--- src/rtl/core/mnhs_pkg.sv ---
`default_nettype none
package mnhs_pkg;

	localparam int DEF_NUM_SLOTS = 16;

	// port widths
	localparam int IN_DATA_W  = 176;
	localparam int IN_USER_W  = 2;
	localparam int OUT_DATA_W = 40;
	localparam int OUT_USER_W = 3;
	localparam int CFG_ADDR_W = 2;
	localparam int CFG_DATA_W = 32;

	localparam int HASH_BYTES = 16;

	// register indexes
	localparam logic [CFG_ADDR_W-1:0] CFG_NODE_ID   = 2'd0;
	localparam logic [CFG_ADDR_W-1:0] CFG_PER_FLOW  = 2'd1;
	localparam logic [CFG_ADDR_W-1:0] CFG_CHECK_PID = 2'd2;

	// result status codes
	localparam logic [2:0] STS_ROUTE  = 3'd0;
	localparam logic [2:0] STS_HASH   = 3'd1;
	localparam logic [2:0] STS_RR     = 3'd2;
	localparam logic [2:0] STS_EMPTY  = 3'd3;
	localparam logic [2:0] STS_REJECT = 3'd4;

	typedef enum logic [2:0] {
		ST_IDLE,
		ST_DISP,
		ST_SCAN,
		ST_PICK,
		ST_HASH,
		ST_OUT
	} ctl_state_t;

	typedef enum logic [2:0] {
		HS_IDLE,
		HS_FOLD,
		HS_PRIO,
		HS_DIV,
		HS_DONE
	} hash_state_t;

	typedef struct packed {
		logic start;
		logic add_prio;
	} hash_ctl_t;

	typedef struct packed {
		logic busy;
		logic done;
	} hash_stat_t;

endpackage
`default_nettype wire

--- src/rtl/core/mnhs_ram.sv ---
`default_nettype none
module mnhs_ram #(
	parameter int WIDTH = 8,
	parameter int DEPTH = 16
) (
	input  wire logic                     clk,
	input  wire logic                     we,
	input  wire logic [$clog2(DEPTH)-1:0] waddr,
	input  wire logic [WIDTH-1:0]         wdata,
	input  wire logic [$clog2(DEPTH)-1:0] raddr,
	output logic      [WIDTH-1:0]         rdata
);

	logic [WIDTH-1:0] mem_q [DEPTH];

	always_ff @(posedge clk) begin
		if (we) begin
			mem_q[waddr] <= wdata;
		end
		rdata <= mem_q[raddr];
	end

endmodule
`default_nettype wire

--- src/rtl/core/mnhs_hash.sv ---
`default_nettype none
module mnhs_hash #(
	parameter int NUM_SLOTS = 16
) (
	input  wire logic                           clk,
	input  wire logic                           arst_n,
	input  wire mnhs_pkg::hash_ctl_t            ctl,
	input  wire logic [31:0]                    node_id,
	input  wire logic [31:0]                    src_addr,
	input  wire logic [31:0]                    dst_addr,
	input  wire logic [31:0]                    flow_id,
	input  wire logic [31:0]                    priority_req,
	input  wire logic [$clog2(NUM_SLOTS+1)-1:0] count,
	output mnhs_pkg::hash_stat_t                stat,
	output logic      [$clog2(NUM_SLOTS)-1:0]   rem
);
	import mnhs_pkg::*;

	localparam int CW = $clog2(NUM_SLOTS + 1);
	localparam int IW = $clog2(NUM_SLOTS);
	localparam logic [4:0] FOLD_LAST = 5'(HASH_BYTES - 1);
	localparam logic [4:0] DIV_LAST  = 5'd31;

	hash_state_t hs_q, hs_d;
	logic [127:0]  bytes_q;
	logic [31:0]   h_q;
	logic [31:0]   prio_q;
	logic          addp_q;
	logic [4:0]    step_q;
	logic [CW-1:0] rem_q;
	logic [CW-1:0] div_q;
	logic [CW:0]   trial;
	logic [CW:0]   diff;

	// one restoring division step; top bit of diff set means trial < divisor
	assign trial = {rem_q, h_q[31]};
	assign diff  = trial - {1'b0, div_q};

	always_ff @(posedge clk or negedge arst_n) begin
		if (!arst_n) begin
			hs_q <= HS_IDLE;
		end else begin
			hs_q <= hs_d;
		end
	end

	always_comb begin
		hs_d = hs_q;
		case (hs_q)
			HS_IDLE: begin
				if (ctl.start) hs_d = HS_FOLD;
			end
			HS_FOLD: begin
				if (step_q == FOLD_LAST) hs_d = HS_PRIO;
			end
			HS_PRIO: hs_d = HS_DIV;
			HS_DIV: begin
				if (step_q == DIV_LAST) hs_d = HS_DONE;
			end
			HS_DONE: hs_d = HS_IDLE;
			default: hs_d = HS_IDLE;
		endcase
	end

	always_ff @(posedge clk) begin
		case (hs_q)
			HS_IDLE: begin
				bytes_q <= {flow_id, dst_addr, src_addr, node_id};
				prio_q  <= priority_req;
				addp_q  <= ctl.add_prio;
				div_q   <= count;
				h_q     <= '0;
				step_q  <= '0;
			end
			HS_FOLD: begin
				h_q     <= (h_q << 3) + h_q + {{24{bytes_q[7]}}, bytes_q[7:0]};
				bytes_q <= bytes_q >> 8;
				step_q  <= (step_q == FOLD_LAST) ? 5'd0 : step_q + 5'd1;
			end
			HS_PRIO: begin
				if (addp_q) h_q <= h_q + prio_q;
				rem_q <= '0;
			end
			HS_DIV: begin
				rem_q  <= diff[CW] ? trial[CW-1:0] : diff[CW-1:0];
				h_q    <= h_q << 1;
				step_q <= step_q + 5'd1;
			end
			default: begin
			end
		endcase
	end

	assign stat.busy = (hs_q != HS_IDLE);
	assign stat.done = (hs_q == HS_DONE);
	assign rem       = rem_q[IW-1:0];

endmodule
`default_nettype wire

--- src/rtl/core/multipath_next_hop_select.sv ---
`default_nettype none
// Multipath next-hop selector. Install items (tuser bit 0 set) append a node id
// to the slot table; classify items pick an output slot by source-routed path
// word, by flow hash, or by round robin. One item is in work at a time and its
// result sits in an output register, so the next item is taken while that
// result waits. A source-route search makes one pass over the slot table
// through its single read port; the flow hash takes 16 byte folds, a priority
// add, a 32-step restoring modulo and a done state. A result held in the
// output register by a low m_tready stalls the next result as long.
// The hop table is a RAM with no reset: only installed entries are ever read.
module multipath_next_hop_select #(
	parameter int NUM_SLOTS = mnhs_pkg::DEF_NUM_SLOTS
) (
	input  wire logic                              clk,
	input  wire logic                              arst_n,
	input  wire logic                              cfg_we,
	input  wire logic [mnhs_pkg::CFG_ADDR_W-1:0]   cfg_addr,
	input  wire logic [mnhs_pkg::CFG_DATA_W-1:0]   cfg_wdata,
	input  wire logic                              s_tvalid,
	output logic                                   s_tready,
	// path_word[31:0] src_addr[63:32] dst_addr[95:64] flow_id[127:96]
	// priority_req[159:128] next_node[168:160] zero pad[175:169]
	input  wire logic [mnhs_pkg::IN_DATA_W-1:0]    s_tdata,
	// func[0] src_route[1]
	input  wire logic [mnhs_pkg::IN_USER_W-1:0]    s_tuser,
	output logic                                   m_tvalid,
	input  wire logic                              m_tready,
	// slot[3:0] path_out[35:4] zero pad[39:36]
	output logic      [mnhs_pkg::OUT_DATA_W-1:0]   m_tdata,
	// status[2:0]
	output logic      [mnhs_pkg::OUT_USER_W-1:0]   m_tuser
);
	import mnhs_pkg::*;

	localparam int CW = $clog2(NUM_SLOTS + 1);
	localparam int IW = $clog2(NUM_SLOTS);
	localparam logic [CW-1:0] FULL = CW'(NUM_SLOTS);

	ctl_state_t st_q, st_d;

	// configuration
	logic [31:0] node_id_q;
	logic        per_flow_q;
	logic        check_pid_q;

	// item under work
	logic        func_q;
	logic        pen_q;
	logic [31:0] path_q;
	logic [31:0] src_q;
	logic [31:0] dst_q;
	logic [31:0] flow_q;
	logic [31:0] prio_q;
	logic [8:0]  nn_q;

	logic [CW-1:0] cnt_q;
	logic [IW-1:0] rr_q;

	// table scan
	logic [CW-1:0] rd_q;
	logic          issue;
	logic          vld_s1;
	logic [IW-1:0] idx_s1;
	logic [3:0]    hit_q;
	logic [IW-1:0] hit_slot_q [4];
	logic [1:0]    sel;
	logic [7:0]    rdata;
	logic          scan_last;

	// staged result and output register
	logic [IW-1:0] res_slot_q, res_slot_d;
	logic [31:0]   res_path_q, res_path_d;
	logic [2:0]    res_sts_q, res_sts_d;
	logic          m_valid_q;
	logic [3:0]    m_slot_q;
	logic [31:0]   m_path_q;
	logic [2:0]    m_sts_q;
	logic [IW+3:0] slot_ext;

	logic       res_ld, ram_we, cnt_inc, rr_adv, scan_start, fallback, out_ld;
	hash_ctl_t  hctl;
	hash_stat_t hstat;
	logic [IW-1:0] hrem;

	assign s_tready  = (st_q == ST_IDLE);
	assign issue     = (rd_q < cnt_q);
	assign scan_last = vld_s1 && (CW'(idx_s1) == cnt_q - CW'(1));

	mnhs_ram #(
		.WIDTH(8),
		.DEPTH(NUM_SLOTS)
	) u_table (
		.clk  (clk),
		.we   (ram_we),
		.waddr(cnt_q[IW-1:0]),
		.wdata(nn_q[7:0]),
		.raddr(rd_q[IW-1:0]),
		.rdata(rdata)
	);

	mnhs_hash #(
		.NUM_SLOTS(NUM_SLOTS)
	) u_hash (
		.clk         (clk),
		.arst_n      (arst_n),
		.ctl         (hctl),
		.node_id     (node_id_q),
		.src_addr    (src_q),
		.dst_addr    (dst_q),
		.flow_id     (flow_q),
		.priority_req(prio_q),
		.count       (cnt_q),
		.stat        (hstat),
		.rem         (hrem)
	);

	// highest path byte with a match wins
	always_comb begin
		sel = 2'd0;
		for (int i = 0; i < 4; i++) begin
			if (hit_q[i]) sel = 2'(i);
		end
	end

	always_comb begin
		st_d       = st_q;
		res_ld     = 1'b0;
		res_slot_d = '0;
		res_path_d = path_q;
		res_sts_d  = STS_ROUTE;
		ram_we     = 1'b0;
		cnt_inc    = 1'b0;
		rr_adv     = 1'b0;
		scan_start = 1'b0;
		fallback   = 1'b0;
		out_ld     = 1'b0;
		hctl       = '0;
		case (st_q)
			ST_IDLE: begin
				if (s_tvalid) st_d = ST_DISP;
			end
			ST_DISP: begin
				if (func_q) begin
					res_ld     = 1'b1;
					res_path_d = '0;
					st_d       = ST_OUT;
					if (nn_q[8] || cnt_q == FULL) begin
						res_sts_d = STS_REJECT;
					end else begin
						ram_we     = 1'b1;
						cnt_inc    = 1'b1;
						res_slot_d = cnt_q[IW-1:0];
					end
				end else if (cnt_q == '0) begin
					res_ld    = 1'b1;
					res_sts_d = STS_EMPTY;
					st_d      = ST_OUT;
				end else if (pen_q && cnt_q >= CW'(2)) begin
					scan_start = 1'b1;
					st_d       = ST_SCAN;
				end else begin
					fallback = 1'b1;
				end
			end
			ST_SCAN: begin
				if (scan_last) st_d = ST_PICK;
			end
			ST_PICK: begin
				if (|hit_q) begin
					res_ld     = 1'b1;
					res_slot_d = hit_slot_q[sel];
					res_path_d = path_q | (32'h80 << {sel, 3'b000});
					st_d       = ST_OUT;
				end else begin
					fallback = 1'b1;
				end
			end
			ST_HASH: begin
				if (hstat.done) begin
					res_ld     = 1'b1;
					res_slot_d = hrem;
					res_sts_d  = STS_HASH;
					st_d       = ST_OUT;
				end
			end
			ST_OUT: begin
				if (!m_valid_q || m_tready) begin
					out_ld = 1'b1;
					st_d   = ST_IDLE;
				end
			end
			default: st_d = ST_IDLE;
		endcase
		if (fallback) begin
			if (per_flow_q || check_pid_q) begin
				hctl.start    = 1'b1;
				hctl.add_prio = check_pid_q;
				st_d          = ST_HASH;
			end else begin
				res_ld     = 1'b1;
				res_slot_d = rr_q;
				res_sts_d  = STS_RR;
				rr_adv     = 1'b1;
				st_d       = ST_OUT;
			end
		end
	end

	always_ff @(posedge clk or negedge arst_n) begin
		if (!arst_n) begin
			st_q        <= ST_IDLE;
			node_id_q   <= '0;
			per_flow_q  <= 1'b0;
			check_pid_q <= 1'b0;
			cnt_q       <= '0;
			rr_q        <= '0;
			vld_s1      <= 1'b0;
			m_valid_q   <= 1'b0;
		end else begin
			st_q <= st_d;
			if (cfg_we) begin
				case (cfg_addr)
					CFG_NODE_ID:   node_id_q   <= cfg_wdata;
					CFG_PER_FLOW:  per_flow_q  <= cfg_wdata[0];
					CFG_CHECK_PID: check_pid_q <= cfg_wdata[0];
					default: begin
					end
				endcase
			end
			if (cnt_inc) cnt_q <= cnt_q + CW'(1);
			// pointer stays below the slot count once the table is non-empty
			if (rr_adv) rr_q <= (CW'(rr_q) == cnt_q - CW'(1)) ? '0 : rr_q + IW'(1);
			vld_s1 <= (st_q == ST_SCAN) && issue;
			if (out_ld) begin
				m_valid_q <= 1'b1;
			end else if (m_tready) begin
				m_valid_q <= 1'b0;
			end
		end
	end

	always_ff @(posedge clk) begin
		if (s_tvalid && s_tready) begin
			func_q <= s_tuser[0];
			pen_q  <= s_tuser[1];
			path_q <= s_tdata[31:0];
			src_q  <= s_tdata[63:32];
			dst_q  <= s_tdata[95:64];
			flow_q <= s_tdata[127:96];
			prio_q <= s_tdata[159:128];
			nn_q   <= s_tdata[168:160];
		end
		if (scan_start) begin
			rd_q  <= '0;
			hit_q <= '0;
		end else if (st_q == ST_SCAN) begin
			if (issue) rd_q <= rd_q + CW'(1);
		end
		idx_s1 <= rd_q[IW-1:0];
		// first (lowest) slot matching each unused path byte
		if (vld_s1 && st_q == ST_SCAN) begin
			for (int i = 0; i < 4; i++) begin
				if (!path_q[8*i+7] && !hit_q[i] && rdata == path_q[8*i +: 8]) begin
					hit_q[i]      <= 1'b1;
					hit_slot_q[i] <= idx_s1;
				end
			end
		end
		if (res_ld) begin
			res_slot_q <= res_slot_d;
			res_path_q <= res_path_d;
			res_sts_q  <= res_sts_d;
		end
		if (out_ld) begin
			m_slot_q <= slot_ext[3:0];
			m_path_q <= res_path_q;
			m_sts_q  <= res_sts_q;
		end
	end

	assign slot_ext = {4'b0000, res_slot_q};
	assign m_tvalid = m_valid_q;
	assign m_tdata  = {4'b0000, m_path_q, m_slot_q};
	assign m_tuser  = m_sts_q;

`ifndef SYNTH
	a_cnt_bound: assert property (@(posedge clk) disable iff (!arst_n)
		cnt_q <= FULL)
		else $error("slot count beyond table depth");

	a_rr_bound: assert property (@(posedge clk) disable iff (!arst_n)
		(cnt_q != '0) |-> (CW'(rr_q) < cnt_q))
		else $error("round-robin pointer past slot count");

	a_hash_done: assert property (@(posedge clk) disable iff (!arst_n)
		hstat.done |-> (st_q == ST_HASH))
		else $error("hash finished outside hash wait");

	a_hash_rem: assert property (@(posedge clk) disable iff (!arst_n)
		hstat.done |-> (CW'(hrem) < cnt_q))
		else $error("hash slot not below slot count");

	a_hash_start: assert property (@(posedge clk) disable iff (!arst_n)
		hctl.start |-> !hstat.busy)
		else $error("hash started while busy");

	a_install_grow: assert property (@(posedge clk) disable iff (!arst_n)
		ram_we |=> (cnt_q == $past(cnt_q) + CW'(1)))
		else $error("install write without count step");
`endif

endmodule
`default_nettype wire

--- config.mk ---
export PLATFORM = sky130hd
export DESIGN_NAME = multipath_next_hop_select
export DESIGN_NICKNAME = d
export VERILOG_FILES = /design/src/rtl/core/mnhs_pkg.sv /design/src/rtl/core/mnhs_ram.sv /design/src/rtl/core/mnhs_hash.sv /design/src/rtl/core/multipath_next_hop_select.sv
export SDC_FILE = /design/constraint.sdc
export NUM_CORES = 1
export LEC_CHECK = 0
export BUFFER_PORTS_ARGS = -buffer_cell sky130_fd_sc_hd__buf_2
export CORE_UTILIZATION = 60
export CTS_CLUSTER_DIAMETER = 50
export DETAILED_ROUTE_END_ITERATION = 8
export PLACE_DENSITY_LB_ADDON = 0.05
export SYNTH_ARGS = -nofsm -noshare
export SYNTH_HDL_FRONTEND = slang
export SYNTH_HIERARCHICAL = 1
export SYNTH_SLANG_ARGS = --single-unit
--- constraint.sdc ---
create_clock -name clk -period 9 [get_ports clk]
set_clock_uncertainty 0.1 [all_clocks]
set_input_delay 0.9 -clock clk [delete_from_list [all_inputs] [get_ports clk]]
set_output_delay 0.9 -clock clk [all_outputs]
set_load 0.02 [all_outputs]
* After elaboration in Yosys (flattened, before gate mapping) *
Memory sizes are Yosys's and may differ from the RTL's. A register that Yosys moved wholly into a read port is not among the register bits.
Cells that the tools add are included.
W data, S select, Z words.

storage, ports and cells
  register bits = 521
  memory bits (writable) = 144
  bits of input ports = 217
  output and inout bits = 45
  word-level logic and storage cells = 211
  memories kept = 2

memory list
  memory         words  bits a word  rd ports  clocked after Yosys merged registers in  wr ports  line                             text
  u_table.mem_q  16     8            1         1                                        1         mnhs_ram.sv:14                   logic [WIDTH-1:0] mem_q [DEPTH];
  hit_slot_q     4      4            1         0                                        4         multipath_next_hop_select.sv:65  logic [IW-1:0] hit_slot_q [4];

operators by class
  add/subtract/negate cells = 9
  order comparisons = 2
  equal/unequal tests = 30
  shift operators = 1
  multiplexer cells = 90
  bitwise operators = 1
  reduce and logical (&&, ||, !) cells = 43

operators by type and width
  operator                number
  $pmux W128 S2           1
  $pmux W32 S4            1
  $add A32 B32 Y32        3
  $mux W32                3
  $pmux W32 S2            1
  $mux W3                 16
  $mux W1                 44
  $mux W4                 9
  $eq A8 B8 Y1            4
  $or A32 B32 Y32         1
  $shl A8 B5 Y32 const A  1
  $pmux W3 S6             1
  $add A5 B1 Y5 const B   3
  $pmux W5 S3             1
  $logic_and A1 B1 Y1     13
  $eq A3 B2 Y1 const B    4
  $ne A3 B3 Y1 const B    4
  $pmux W3 S4             1
  $pmux W4 S3             1
  $reduce_and A2 Y1       6
  $eq A4 B5 Y1            2
  $eq A5 B5 Y1 const B    2
  $mux W2                 5
  $mux W5                 2
  other kinds (29)        47

* Logic depth before layout (Yosys ltp) *
Gate-level depths: netlist (run 1).

  depth after elaboration = 9
  gate-level depth with buffers = 13
  depth with buffers taken out = 13

* By module *
Netlist (run 1), hierarchy kept.

modules (own cells, without submodules)
  module                     instances  cells each  area each (um^2)  sequential area each (um^2)
  mnhs_hash                  1          1271        12663.4           6321.1
  multipath_next_hop_select  1          630         11661.2           9419.0
  mnhs_ram                   1          229         5147.4            4003.8

* Least setup slack after synthesis (run 1) *
Ideal clock, no wire load.

  path kind = reg-to-reg
  from = register u_hash.hs_q[1]
  to = register u_hash.addp_q (enable)
  library setup time = 0.393 ns
  data arrival time = 7.075 ns
  required time = 8.507 ns
  slack = 1.432 ns
  cell stages (with the launch flop) = 5
  buffers on the path = 1
  clock period less this slack = 7.568 ns
  cells stage by stage = dfrtp_1 > clkbuf_1 > nor2_1 > nand2_1 > inv_1

on the way
  longest elaborated chain between the ends = 1

ends and longest elaborated chain
  what                      line             text
  start: declaration        mnhs_hash.sv:24  hash_state_t hs_q, hs_d;
  start signal: assignment  mnhs_hash.sv:43  hs_q <= hs_d;
  $logic_not A3 Y1          mnhs_hash.sv:66  case (hs_q)
  end signal: assignment    mnhs_hash.sv:70  addp_q <= ctl.add_prio;
  end: declaration          mnhs_hash.sv:28  logic addp_q;

No other way between the ends.
A chain may end at the register's enable or synchronous reset.

* Final worst setup path (run 1) *
  from = register u_hash.bytes_q[7]
  to = register u_hash.h_q[31], data pin

on the way
  longest elaborated chain between the ends = 2

ends and longest elaborated chain
  what                      line             text
  start: declaration        mnhs_hash.sv:25  logic [127:0] bytes_q;
  start signal: assignment  mnhs_hash.sv:68  bytes_q <= {flow_id, dst_addr, src_addr, node_id};
  start signal: assignment  mnhs_hash.sv:77  bytes_q <= bytes_q >> 8;
  $add A32 B32 Y32          mnhs_hash.sv:76  h_q <= (h_q << 3) + h_q + {{24{bytes_q[7]}}, bytes_q[7:0]};
  $pmux W32 S4              mnhs_hash.sv:66
  end signal: assignment    mnhs_hash.sv:76
  end signal: assignment    mnhs_hash.sv:81  if (addp_q) h_q <= h_q + prio_q;
  end signal: assignment    mnhs_hash.sv:86  h_q <= h_q << 1;
  end: declaration          mnhs_hash.sv:26  logic [31:0] h_q;

No other way between the ends.

==> results by stage, run 1 <==
Finish:
- Of the cells placed in the final design, the portion with a size suffix greater than 1 is 0.1903.
- Measured on the finished design, the core utilization comes to 0.7010.
- The library cell used most frequently in the layout, excluding fill and tap cells, is edfxtp_1.
- The net count of the finished layout is 2719.
- In the layout the commonest cells are 601 x edfxtp_1, 451 x nand2_1, 250 x buf_2.
- From synthesis to final layout, the design area changed by 14.28%.
- The filler cells instantiated in the layout total 3328.

CTS:
- The count of H-tree levels built during CTS is 3.
- The number of clock buffers inserted by TritonCTS is 72.
- The clock transition time at the flip-flop clock pins of the worst setup and hold paths is 60 ps.
- The tree is rooted in a clkbuf_16.
- CTS saw 673 sinks.
- Post-CTS repair changed the size of 0 cells.
- Once the clock tree was built, the setup fixing pass inserted 0 buffers.
- Buffers inserted to repair hold after CTS numbered 0.
- The source-to-sink clock delay at the later pin of the worst-skew pair is 600 ps.
- TritonCTS built the clock tree.
- In this run the deepest clock path goes through 3 buffers.

Routing:
- The first detailed-routing pass took 5 iterations.
- The sum of routed wire length over all layers is 61550 um.
- Detailed routing inserted a total of 17.60k vias.
- For this run, design rule violations remaining after detail routing come to 0.
- The number of vias per cell is 5.754.
- The violation count after the first detailed-route iteration is 1469.
- Once detail routing completed, the nets flagged for antenna violations numbered 0.
- In the final routed layout, each cell accounts on average for 20.12 um.

Synth:
- The cell count after synthesis is 2130.
- The cell area that synthesis handed to floorplanning was 29470 sq um.
- The number of distinct library cells after synthesis is 84.
- The synthesized design contains 601 enable-type register cells.
- After synthesis the netlist holds a flip-flop and latch count of 673.
- The dominant synthesized flop cell is edfxtp_1.
- The share of async-settable or async-resettable flops after synthesis is 0.07578.
- The average instance area after synthesis is 13.84 sq um.
- The share of the yosys chip area belonging to registers is 0.6699.
- The number of warnings reported in the yosys synthesis log is 6.

Timing:
- The final period demand of the worst path is 4128 ps.
- The final count of pins violating max slew came to 0.
- Setup repair after global routing left no endpoint under its margin.
- Headroom to the max-slew limit came out at 0.2475.
- For the pin with the worst max-slew slack, the measured transition is 1129 ps.
- Setup total negative slack on the finished layout was measured at 0 ps.
- Of the available clock period, the critical path in the final layout requires 0.4587.
- The final hold violation count came to 0.
- Setup violations remaining at the end of the flow were counted as 0.
- Derived from the worst setup path, the maximum achievable clock frequency is 0.2422 GHz.

Global routing:
- The overall fraction of global-route tracks in use is 0.2500.
- The number of global-route vias before repair is 17.61k.
- The global-route congestion overflow total is 0.
- Entering global routing, the biggest net connects 94 pins.
- The initial antenna violation count is 5.
- The first global-routing pass estimated 95780 um of wire.

Power:
- Of the total power, the share spent switching nets is 0.3665.
- Summed over all cells, the static leakage comes to 0.01330 uW.
- Of the total power, the clock network draws 0.220.
- The internal power summed over all cells is 8640 uW.
- Of the total power, registers draw 0.382.
- For this design the ratio of total power to cell area is 404.9 nW/um^2.
- The analysis attributes to net switching a power of 4998 uW.
- Of the total power, combinational logic draws 0.398.
- The maximum VDD drop is 0.2223 mV.

Critical path:
- The type of the worst setup path is reg2reg.
- The startpoint of the worst setup timing path is u_hash/bytes_q[7]$_DFFE_PP_.
- The worst register-to-register path begins at u_hash/bytes_q[7]$_DFFE_PP_.
- The maximum net fanout on the critical path is 25.
- The sort of element at the end of the critical path is a flip-flop.
- The worst path arrival time is 4350 ps.
- The required time of the worst setup path is 9220 ps.
- The kind of start point of the critical path is a flip-flop.

Floorplan:
- The horizontal die dimension is 223.6 um.
- The die span in y is 223.6 um.
- The I/O pin count is 262.
- The core box area is 48050 sq um.
- The initial core utilization is 0.6134.
- The die covers 50010 sq um.
- The floorplan has 80 rows.

Run status:
- The run finished with clean final reports.

Min path:
- In this run the most critical hold path is launched from rd_q[0]$_SDFFE_PP0P_.
- The path class of the tightest hold or removal check is reg2reg.

Placement:
- The routability congestion estimate from global placement is 0.9056.
- During placement, the flow inserted port buffers numbering 250.
- The post-detailed-placement half-perimeter wirelength is 40630 um.

Job:
- Across the run, the number of max-cap violations was 0.
[metrics by stage]
| step | cell area [sq um] | instances | setup WS (ps) | hold WS (ps) | total power [uW] |
|---|---|---|---|---|---|
| 2_1_floorplan | 29480 | 2133 | 1432 | 300.3 | 9299 |
| 3_3_place_gp | 31250 | 2929 | 5059 | 295.9 | 10430 |
| 3_5_place_dp | 31250 | 2929 | 4921 | 298.7 | 10620 |
| 4_1_cts | 33670 | 3058 | 4898 | 305.2 | 13680 |
| 5_1_grt | 33680 | 3059 | 4521 | 319.6 | 14520 |
| 6_report | 33680 | 3059 | 4872 | 302.2 | 13640 |
[layout make-up]
| cell class | instances | area, sq um | share of cell area |
|---|---|---|---|
| Sequential cell | 673 | 19750 | 0.5863 |
| Multi-Input combinational cell | 1329 | 9184 | 0.2727 |
| Clock buffer | 95 | 1959 | 0.05818 |
| Timing Repair Buffer | 268 | 1386 | 0.04116 |
| Tap cell | 615 | 769.5 | 0.02285 |
| Clock inverter | 34 | 466.7 | 0.01386 |
| Inverter | 44 | 165.2 | 0.004904 |
| Antenna cell | 1 | 2.502 | 0.00007430 |
[registers in the layout, summed over array words and instances, names as in the netlist, 5 cells and up]
| register | count |
|---|---|
| node_id_q | 32 |
| u_hash/bytes_q | 128 |
| dst_q | 32 |
| u_hash/rem_q | 5 |
| cnt_q | 5 |
| nn_q | 9 |
| u_hash/step_q | 5 |
| res_path_q | 32 |
| path_q | 32 |
| prio_q | 32 |
| u_hash/div_q | 5 |
| u_table/mem_q | 128 |
| u_table/rdata | 8 |
| hit_slot_q | 16 |
| m_path_q | 32 |
| u_hash/h_q | 32 |
| flow_q | 32 |
| rd_q | 5 |
| src_q | 32 |
| u_hash/prio_q | 32 |
[per-layer routing]
| metal | vias up | GRT usage | part of all wire |
|---|---|---|---|
| li1 | 8346 | - | - |
| met2 | 510 | 0.4159 | 0.50 |
| met3 | 122 | 0.05325 | 0.057 |
| met1 | 8617 | 0.3298 | 0.42 |
| met5 | - | 0 | 0.00081 |
| met4 | 8 | 0.08308 | 0.027 |
[kinds of logic (layout without fill, tap and decap cells)]
family | count (synthesis) | after routing | synth area share
multiplexers | 79 | 79 | 0.04369
AO/OA/AOI/OAI | 320 | 320 | 0.07255
buffers and inverters | 131 | 441 | 0.02080
AND/OR/NAND/NOR | 709 | 709 | 0.1060
XOR/XNOR | 103 | 103 | 0.03061
adder cells (fa/ha/maj) | 114 | 114 | 0.05629
other | 1 | 5 | 0.0001272
flip-flops | 673 | 673 | 0.6699
[power by group through the flow]
stage | Sequential, uW | Clock [uW] | Combinational, uW
after floorplan | 5170 | 0 | 4130
after global placement | 5240 | 0 | 5190
after detailed placement | 5260 | 0 | 5360
after CTS | 5210 | 3060 | 5410
after global routing | 5300 | 3170 | 6050
final | 5210 | 3000 | 5430
[critical path, cell delays in order (launching register included)]
cell	delay, ps
edfxtp_1	320
buf_4	450
fa_1	500
ha_1	390
a21oi_1	270
a21oi_1	120
a211oi_1	330
a211oi_1	230
o311ai_1	350
o211ai_1	210
o31ai_1	300
xnor2_1	160
o21ai_1	70
[final timing paths]
check	cells after the start	slack [ps]	to
setup / recovery	12	4870	u_hash/h_q[31]$_DFFE_PP_
hold / removal	0	300	idx_s1[0]$_DFF_P_
setup reg to reg	12	4870	u_hash/h_q[31]$_DFFE_PP_
hold reg to reg	0	300	idx_s1[0]$_DFF_P_
max in group asynchronous	2	7960	cnt_q[2]$_DFFE_PN0P_
min in group asynchronous	2	350	node_id_q[5]$_DFFE_PN0P_
[Yosys cell counts (all sizes together), types with 5 or more instances]
cell type	number	share of area
a211oi	18	0.0050
a21o	35	0.0090
a21oi	82	0.014
a22oi	33	0.0084
a31oi	14	0.0032
and2	13	0.0028
and3	10	0.0025
buf	30	0.0073
clkbuf	54	0.0069
dfrtp	51	0.043
dfxtp	21	0.014
edfxtp	601	0.61
fa	31	0.021
ha	83	0.035
inv	44	0.0056
mux2	35	0.013
mux2i	12	0.0041
mux4	32	0.026
nand2	452	0.058
nand2b	13	0.0033
nand3	27	0.0046
nand3b	6	0.0015
nand4	19	0.0040
nor2	82	0.010
nor2b	38	0.0081
nor3	28	0.0051
nor3b	5	0.0013
o211ai	6	0.0017
o21a	7	0.0018
o21ai	69	0.012
o21bai	11	0.0028
o22ai	12	0.0025
xnor2	65	0.019
xor2	38	0.011
Power figures use the tool's default switching activity.
==> run 2: changes to the inputs <==
Clock period 9 ns to 3.8 ns, I/O delays scaled along.
==> run 2 against run 1 <==
Net effect: clock-buffer cell count is 1 higher; critical path depth is 1 higher; design area is 7.2% higher; largest power group unchanged; register-to-register slack worse by 4700 ps; hold slack worse by 230 ps; non-clock buffer count is 237 higher; global-route usage is 3.4 points higher; utilization is 5.1 points higher; clock power is 130% higher; combinational power grew to 2.6 times the previous value.
==> results by stage, run 2 (synthesis results as in run 1) <==
Run status:
- The run finished with clean final reports.

Floorplan:
- The horizontal die dimension came to 223.6 um (unchanged).
- The die area is 50010 sq um (unchanged).
- The die span in y is 223.6 um (unchanged).
- The number of standard-cell rows in the floorplan is 80 (unchanged).
- The initial core utilization was 0.6134 (unchanged).
- The core box area is 48050 sq um (unchanged).
- The I/O pin count is 262 (unchanged).

Finish:
- The layout filler cell count was 2974 (-11%).
- In the layout the commonest cells are 601 x edfxtp_1, 451 x nand2_1, 250 x buf_2.
- The final cell area excluding filler cells was 36110 sq um (+7.2%).
- The area taken by multi-input logic gates is 9361 sq um (+1.9%).
- Leaving out fill and tap cells, the most frequent cell in the layout is edfxtp_1.
- The fraction of final layout cells sized beyond drive strength 1 is 0.1937 (+0.003317).
- The share of the core filled with cells in the final layout is 0.7516 (+0.05065).
- The growth of design area from synthesis to finish is 22.53%.
- The largest registers in the layout are u_hash/bytes_q (128), u_table/mem_q (128).
- The number of cells in the finished layout apart from fillers was 3304 (+8.0%).
- The combined flip-flop and latch cell area is 19750 sq um (about the same).
- The final net count was 2955 (+8.7%).

Critical path:
- The worst setup path is captured at a flip-flop.
- The worst setup path is launched from a flip-flop.
- The worst path arrival time is 3860 ps (-490 ps).
- The maximum single-stage delay on the critical path is 490 ps (about the same).
- The required time of the worst setup path is 4040 ps (-5180 ps).
- The slowest stage of the critical path is the fa_1 cell.
- The maximum net fanout on the critical path is 5 (-80%).
- The dominant delay contributor by cell family on the critical path is compound AO/OA/AOI/OAI gates.
- The critical path goes through inv_1 > fa_1 > inv_1 > ha_1 > a211oi_1 > o21bai_1 > a21oi_1 > o22ai_1 > a21oi_2 > o21ai_0 > a21oi_1 > mux2i_1 > o211ai_1.
- The startpoint of the worst setup timing path is u_hash/h_q[3]$_DFFE_PP_.
- The buffering stage count on the worst path with inverters included is 2 (+1).
- The critical path in this run is classified as reg2reg.
- In this run the critical register-to-register path is launched from u_hash/h_q[3]$_DFFE_PP_.

Power:
- The part of the total power dissipated in sequential elements came to 0.370 (-0.012).
- The static leakage is 0.01430 uW (+7.5%).
- The power density over the cells was 922.3 nW/um^2 (+130%).
- The maximum VDD drop came to 0.8338 mV (+280%).
- The internal power summed over all cells is 20830 uW (+140%).
- The combinational power share came to 0.427 (+0.029).
- The switching power of the nets is 12470 uW (+150%).
- The switching part of the total came to 0.3745 (+0.008060).
- The post-layout total power was 33310 uW (+140%).
- The clock power share is 0.204 (-0.016).

Global routing:
- The initial antenna violation count is 9 (+4).
- The global-route congestion overflow total came to 0 (unchanged).
- The overall fraction of global-route tracks in use is 0.2841 (+0.03406).
- The largest net degree at the start of global routing is 81 (-14%).
- The number of global-route vias before repair came to 19.73k (+12%).
- The global-route wire length before repair is 107600 um (+12%).

Timing:
- The smallest setup slack after layout is 175.8 ps (-4696 ps).
- The achievable clock frequency was 0.2759 GHz (+14%).
- The worst-margin pin slew came to 931.8 ps (-196.9 ps).
- The normalized max-slew margin was 0.3775 (+0.1300).
- The final hold violation count is 0 (unchanged).
- The final count of pins violating max slew is 0 (unchanged).
- The final period demand of the worst path was 3624 ps (-504.0 ps).
- The count of endpoints failing setup in the final report is 0 (unchanged).
- The final critical-path share of the clock period is 0.9537 (+0.4951).

Routing:
- The number of nets still failing antenna checks after routing is 0 (unchanged).
- The number of vias per cell is 5.758 (about the same).
- The residual DRC count came to 0 (unchanged).
- The detail-routed net length per standard cell is 21.18 um (+5.3%).
- The total via count after detailed routing is 19.03k (+8.1%).
- The violation count after the first detailed-route iteration is 1587 (+8.0%).
- The sum of routed wire length over all layers was 69980 um (+14%).
- The iteration count of the initial detailed-routing pass is 5 (unchanged).

Placement:
- The post-detailed-placement half-perimeter wirelength is 43430 um (+6.9%).
- The instance count after placement with tap cells included is 2960 (+1.1%).
- The routability congestion estimate from global placement is 0.8774 (-3.1%).
- The instance area after placement was 31750 sq um (+1.6%).
- The number of I/O port buffers was 250 (unchanged).
- The post-placement worst setup slack is 91.95 ps (-4829 ps).

CTS:
- The clock transition time at the flip-flop clock pins of the worst setup and hold paths is 60 ps (about the same).
- CTS placed an instance of clkbuf_16 at the clock tree root.
- The clock tree buffer depth is 3 (unchanged).
- The count of clock tree sinks is 673 (unchanged).
- The number of clock buffers inserted by TritonCTS is 71 (-1.4%).
- The count of H-tree levels built during CTS was 3 (unchanged).
- The clock tree from TritonCTS is yes.
- The source-to-sink clock delay at the later pin of the worst-skew pair is 600 ps (about the same).

Min path:
- The worst hold path belongs to the class in2reg.
- The beginning of the worst hold path is cfg_we.

Job:
- The reported max-cap violation count is 0 (unchanged).
run 2: cell count changes in the layout (fill, tap and decap cells not counted), moves of 5 or more:
cell           change
buf_4             +25
ha_4              +11
buf_12             +7
a21oi_2            +5
ha_1              -12
dlygate4sd3_1    +205
a21oi_1            -5
diode_2            +8
clkinv_2           +6
bufinv_16          -8
run 2: area by class of cell:
class | count | share of cell area
antenna | 9 | 0.0006236
multi-input combinational | 1329 | 0.2592
clock buffer | 96 | 0.05582
clock inverter | 33 | 0.007310
inverter | 44 | 0.004677
timing repair buffer | 505 | 0.1043
tap | 615 | 0.02131
sequential | 673 | 0.5468
run 2: stage by stage:
step	hold WS [ps]	setup TNS, ps
global route	65.61	-13.98
global placement	301.7	0
floorplan	-15.59	-407.4
finish	69.32	0
CTS	31.13	0
detailed placement	304.5	0
run 2: worst paths after layout:
check,end,slack (ps),cells after the start
worst min-delay path,per_flow_q$_DFFE_PN0P_,70,3
worst max-delay path,u_hash/h_q[30]$_DFFE_PP_,180,13
max in group asynchronous,vld_s1$_DFF_PN0_,2540,3
worst min register to register,m_path_q[13]$_DFFE_PP_,320,0
min in group asynchronous,node_id_q[3]$_DFFE_PN0P_,210,2
worst max register to register,u_hash/h_q[30]$_DFFE_PP_,180,13
run 2: power by group through the flow:
stage	Sequential, uW	Combinational [uW]	Clock, uW
final	12300	14200	6780
after detailed placement	12400	13800	0
after floorplan	12100	10400	0
after global placement	12300	13500	0
after CTS	12300	14100	6850
after global routing	12500	15700	7140
run 2: repair_timing:
item | in CTS | in global routing
hold endpoints to repair | 229 | 0
resized for setup | 0 | 2
hold buffers | 205 | 0
setup endpoints to repair | 0 | 5
buffers inserted | 0 | 1
run 2: tightest hold or removal path: cells and delay by family:
kind	cells	cell delay (ps)
muxes	1	150
buffers and inverters	1	110
and+or+nand+nor	1	90
run 2: layer usage:
metal,up-vias,share of wire,track usage
met5,-,0.00019,0
met1,9357,0.40,0.3604
met4,2,0.036,0.1142
met3,162,0.059,0.05063
met2,690,0.51,0.4867
li1,8814,-,-
==> run 3: changes to the inputs <==
Settings changed: CORE_UTILIZATION 60 to 38.
Clock period 3.8 ns to 3 ns, I/O delays scaled along.
==> run 3 against run 2 <==
Net effect: the run now ends with negative setup slack left; final cell count is 20% higher; critical path depth is 1 lower; non-clock buffer count is 198 higher; routed wire length is 9.3% higher; first-iteration DRC count is 32% lower; sequential share of layout area is 5.1 points lower; flip-flop and latch count stayed put; global-route usage is 8.9 points lower; hold slack worse by 4.9 ps; critical endpoint is now u_hash/h_q[25]$_DFFE_PP_.
==> results by stage, run 3 (synthesis results as in run 1) <==
Global routing:
- The global-route wire length before repair is 116900 um (+8.6%).
- The initial antenna violation count is 3 (-6).
- The overall fraction of global-route tracks in use is 0.1946 (-0.08950).
- The number of global-route vias before repair was 20.17k (+2.3%).
- The global-route congestion overflow total is 0 (unchanged).
- The largest net degree at the start of global routing is 94 (+16%).

Routing:
- The total via count after detailed routing is 19.34k (+1.7%).
- The number of nets still failing antenna checks after routing came to 0 (unchanged).
- The number of vias per cell is 4.897 (-15%).
- The sum of routed wire length over all layers is 76510 um (+9.3%).
- The iteration count of the initial detailed-routing pass is 5 (unchanged).
- The detail-routed net length per standard cell came to 19.37 um (-8.5%).
- The violation count after the first detailed-route iteration is 1083 (-32%).
- The residual DRC count is 0 (unchanged).

Critical path:
- The maximum net fanout on the critical path is 9 (+4).
- The startpoint identified for the worst register-to-register timing path is u_hash/bytes_q[7]$_DFFE_PP_.
- The setup slack on the worst flop-to-flop path was -460 ps (-640 ps).
- The critical register-to-register path endpoint is u_hash/h_q[25]$_DFFE_PP_.
- The most common cell type on the critical path is a211oi_4.
- The critical path goes through buf_6 > fa_1 > ha_4 > a211oi_2 > nand2_1 > a211oi_4 > a211oi_4 > buf_4 > or3_4 > a31oi_2 > xor2_1 > o21ai_1.
- The required time of the worst setup path was 3270 ps (-770 ps).
- The worst setup path endpoint is u_hash/h_q[25]$_DFFE_PP_.
- Tracing the worst setup path back leads to its startpoint at u_hash/bytes_q[7]$_DFFE_PP_.
- The logic depth of the worst register-to-register path is 12 (-1).
- The cell at the slowest stage of the critical path is fa_1.
- The sort of element at the end of the critical path is a flip-flop.
- The worst path arrival time came to 3730 ps (-130 ps).
- The maximum single-stage delay on the critical path is 550 ps (+60 ps).
- The worst setup path is of the reg2reg kind.
- The kind of start point of the critical path is a flip-flop.

CTS:
- The clock transition time at the flip-flop clock pins of the worst setup and hold paths is 60 ps (about the same).
- TritonCTS built the clock tree.
- The count of clock tree sinks was 673 (unchanged).
- The number of clock buffers inserted by TritonCTS is 92 (+30%).
- The library cell used as clock root buffer is clkbuf_16.
- The clock tree buffer depth came to 3 (unchanged).
- The count of H-tree levels built during CTS is 3 (unchanged).
- The source-to-sink clock delay at the later pin of the worst-skew pair is 640 ps (+40 ps).

Floorplan:
- The initial core utilization is 0.3861 (-0.2273).
- The core box area is 76330 sq um (+59%).
- The die area was 78670 sq um (+57%).
- The horizontal die dimension is 280.5 um (+25%).
- The number of standard-cell rows in the floorplan came to 101 (+26%).
- The die span in y is 280.5 um (+25%).
- The I/O pin count is 262 (unchanged).

Timing:
- Setup repair after global routing could not meet its margin everywhere.
- The final period demand of the worst path came to 3463 ps (-161.2 ps).
- The worst-margin pin slew came to 860.8 ps (-70.97 ps).
- The achievable clock frequency is 0.2888 GHz (+4.7%).
- The count of endpoints failing setup in the final report is 19 (+19).
- The final count of pins violating max slew came to 0 (unchanged).
- The final hold violation count is 0 (unchanged).
- The normalized max-slew margin is 0.4250 (+0.04744).
- The final critical-path share of the clock period is 1.154 (+0.2006).
- The smallest setup slack after layout came to -463.0 ps (-638.8 ps).

Run status:
- The checks that failed: negative setup slack.
- The run finished, with violations left.

Power:
- The combinational power share is 0.480 (+0.053).
- The post-layout total power is 51250 uW (+54%).
- The static leakage is 0.01587 uW (+11%).
- The maximum VDD drop is 0.8198 mV (-1.7%).
- The switching power of the nets was 18830 uW (+51%).
- The power density over the cells was 1286 nW/um^2 (+39%).
- The switching part of the total is 0.3675 (-0.007017).
- The part of the total power dissipated in sequential elements is 0.300 (-0.070).
- The clock power share is 0.220 (+0.016).
- The internal power summed over all cells is 32410 uW (+56%).

Finish:
- The final cell area excluding filler cells is 39860 sq um (+10%).
- The share of the core filled with cells in the final layout came to 0.5223 (-0.2294).
- In the layout the commonest cells are 601 x edfxtp_1, 448 x nand2_1, 250 x buf_2.
- The final net count came to 3174 (+7.4%).
- The largest registers in the layout are u_hash/bytes_q (128), u_table/mem_q (128).
- The growth of design area from synthesis to finish is 35.26%.
- The number of cells in the finished layout apart from fillers is 3950 (+20%).
- The fraction of final layout cells sized beyond drive strength 1 is 0.2905 (+0.09685).
- The most frequent standard cell in the layout excluding fill and tap cells is edfxtp_1.

Placement:
- The instance count after placement with tap cells included was 3545 (+20%).
- The instance area after placement is 33710 sq um (+6.2%).
- The routability congestion estimate from global placement came to 0.8381 (-4.5%).
- The post-detailed-placement half-perimeter wirelength is 51230 um (+18%).
- The number of I/O port buffers is 250 (unchanged).

Min path:
- The worst hold path belongs to the class in2async.

Job:
- The reported max-cap violation count is 0 (unchanged).
==> run 3: stage by stage <==
| step | setup slack, ps | hold WS (ps) | setup TNS, ps |
|---|---|---|---|
| after detailed placement | -607.9 | 195.0 | -7115 |
| after global routing | -624.9 | 131.8 | -7381 |
| after global placement | -597.0 | 179.4 | -6562 |
| after floorplan | -947.1 | -95.59 | -121830 |
| after CTS | -440.9 | 55.98 | -3779 |
| final | -463.0 | 64.44 | -4514 |
==> run 3: power groups by stage <==
stage / registers [uW] / logic, uW / clock network, uW
4_1_cts: 15400 / 23500 / 11600
5_1_grt: 15700 / 27000 / 12000
3_5_place_dp: 15600 / 21500 / 0
2_1_floorplan: 15400 / 13800 / 0
3_3_place_gp: 15500 / 21200 / 0
6_report: 15400 / 24600 / 11300
==> run 3: routing by layer <==
layer  up-vias  routed length [um]  track usage
met5         -                   0            0
li1       9257                   -            -
met4         0                2087      0.06431
met1      9577               33100       0.2508
met3       135                2634      0.02806
met2       374               38700       0.3357
==> run 3: critical path: cells and delay by family (launching register included) <==
| family | cells | cell delay [ps] |
|---|---|---|
| AOI/OAI and AO/OA | 5 | 940 |
| adders and majority gates | 2 | 760 |
| buffers and inverters | 2 | 330 |
| xor gates and xnor gates | 1 | 200 |
| and+or+nand+nor | 2 | 500 |
| DFF | 1 | 380 |
==> run 3: cell type report <==
cell class	count	area, sq um
Tap cell	1030	1289
Inverter	44	168.9
Sequential cell	673	19750
Clock buffer	112	2511
Fill cell	6551	36460
Timing Repair Buffer	703	5419
Clock inverter	58	726.9
Multi-Input combinational cell	1329	10000
Antenna cell	1	2.502
==> run 3: what timing repair did <==
action	4_1_cts	5_1_grt
hold buffers	209	0
gates cloned	0	0
resized for setup	75	53
setup buffers	14	16
endpoints found under the setup margin	23	24
hold endpoints to repair	245	0
pin swaps	54	60
==> run 3: how the worst min path moves through the flow <==
stage	from	end	slack, ps	cells past startpoint
floorplan	arst_n	check_pid_q$_DFFE_PN0P_	-100	0
global placement	arst_n	node_id_q[6]$_DFFE_PN0P_	180	1
detailed placement	arst_n	node_id_q[6]$_DFFE_PN0P_	190	1
CTS	arst_n	node_id_q[6]$_DFFE_PN0P_	60	2
global route	arst_n	node_id_q[3]$_DFFE_PN0P_	130	2
finish	arst_n	node_id_q[3]$_DFFE_PN0P_	60	2
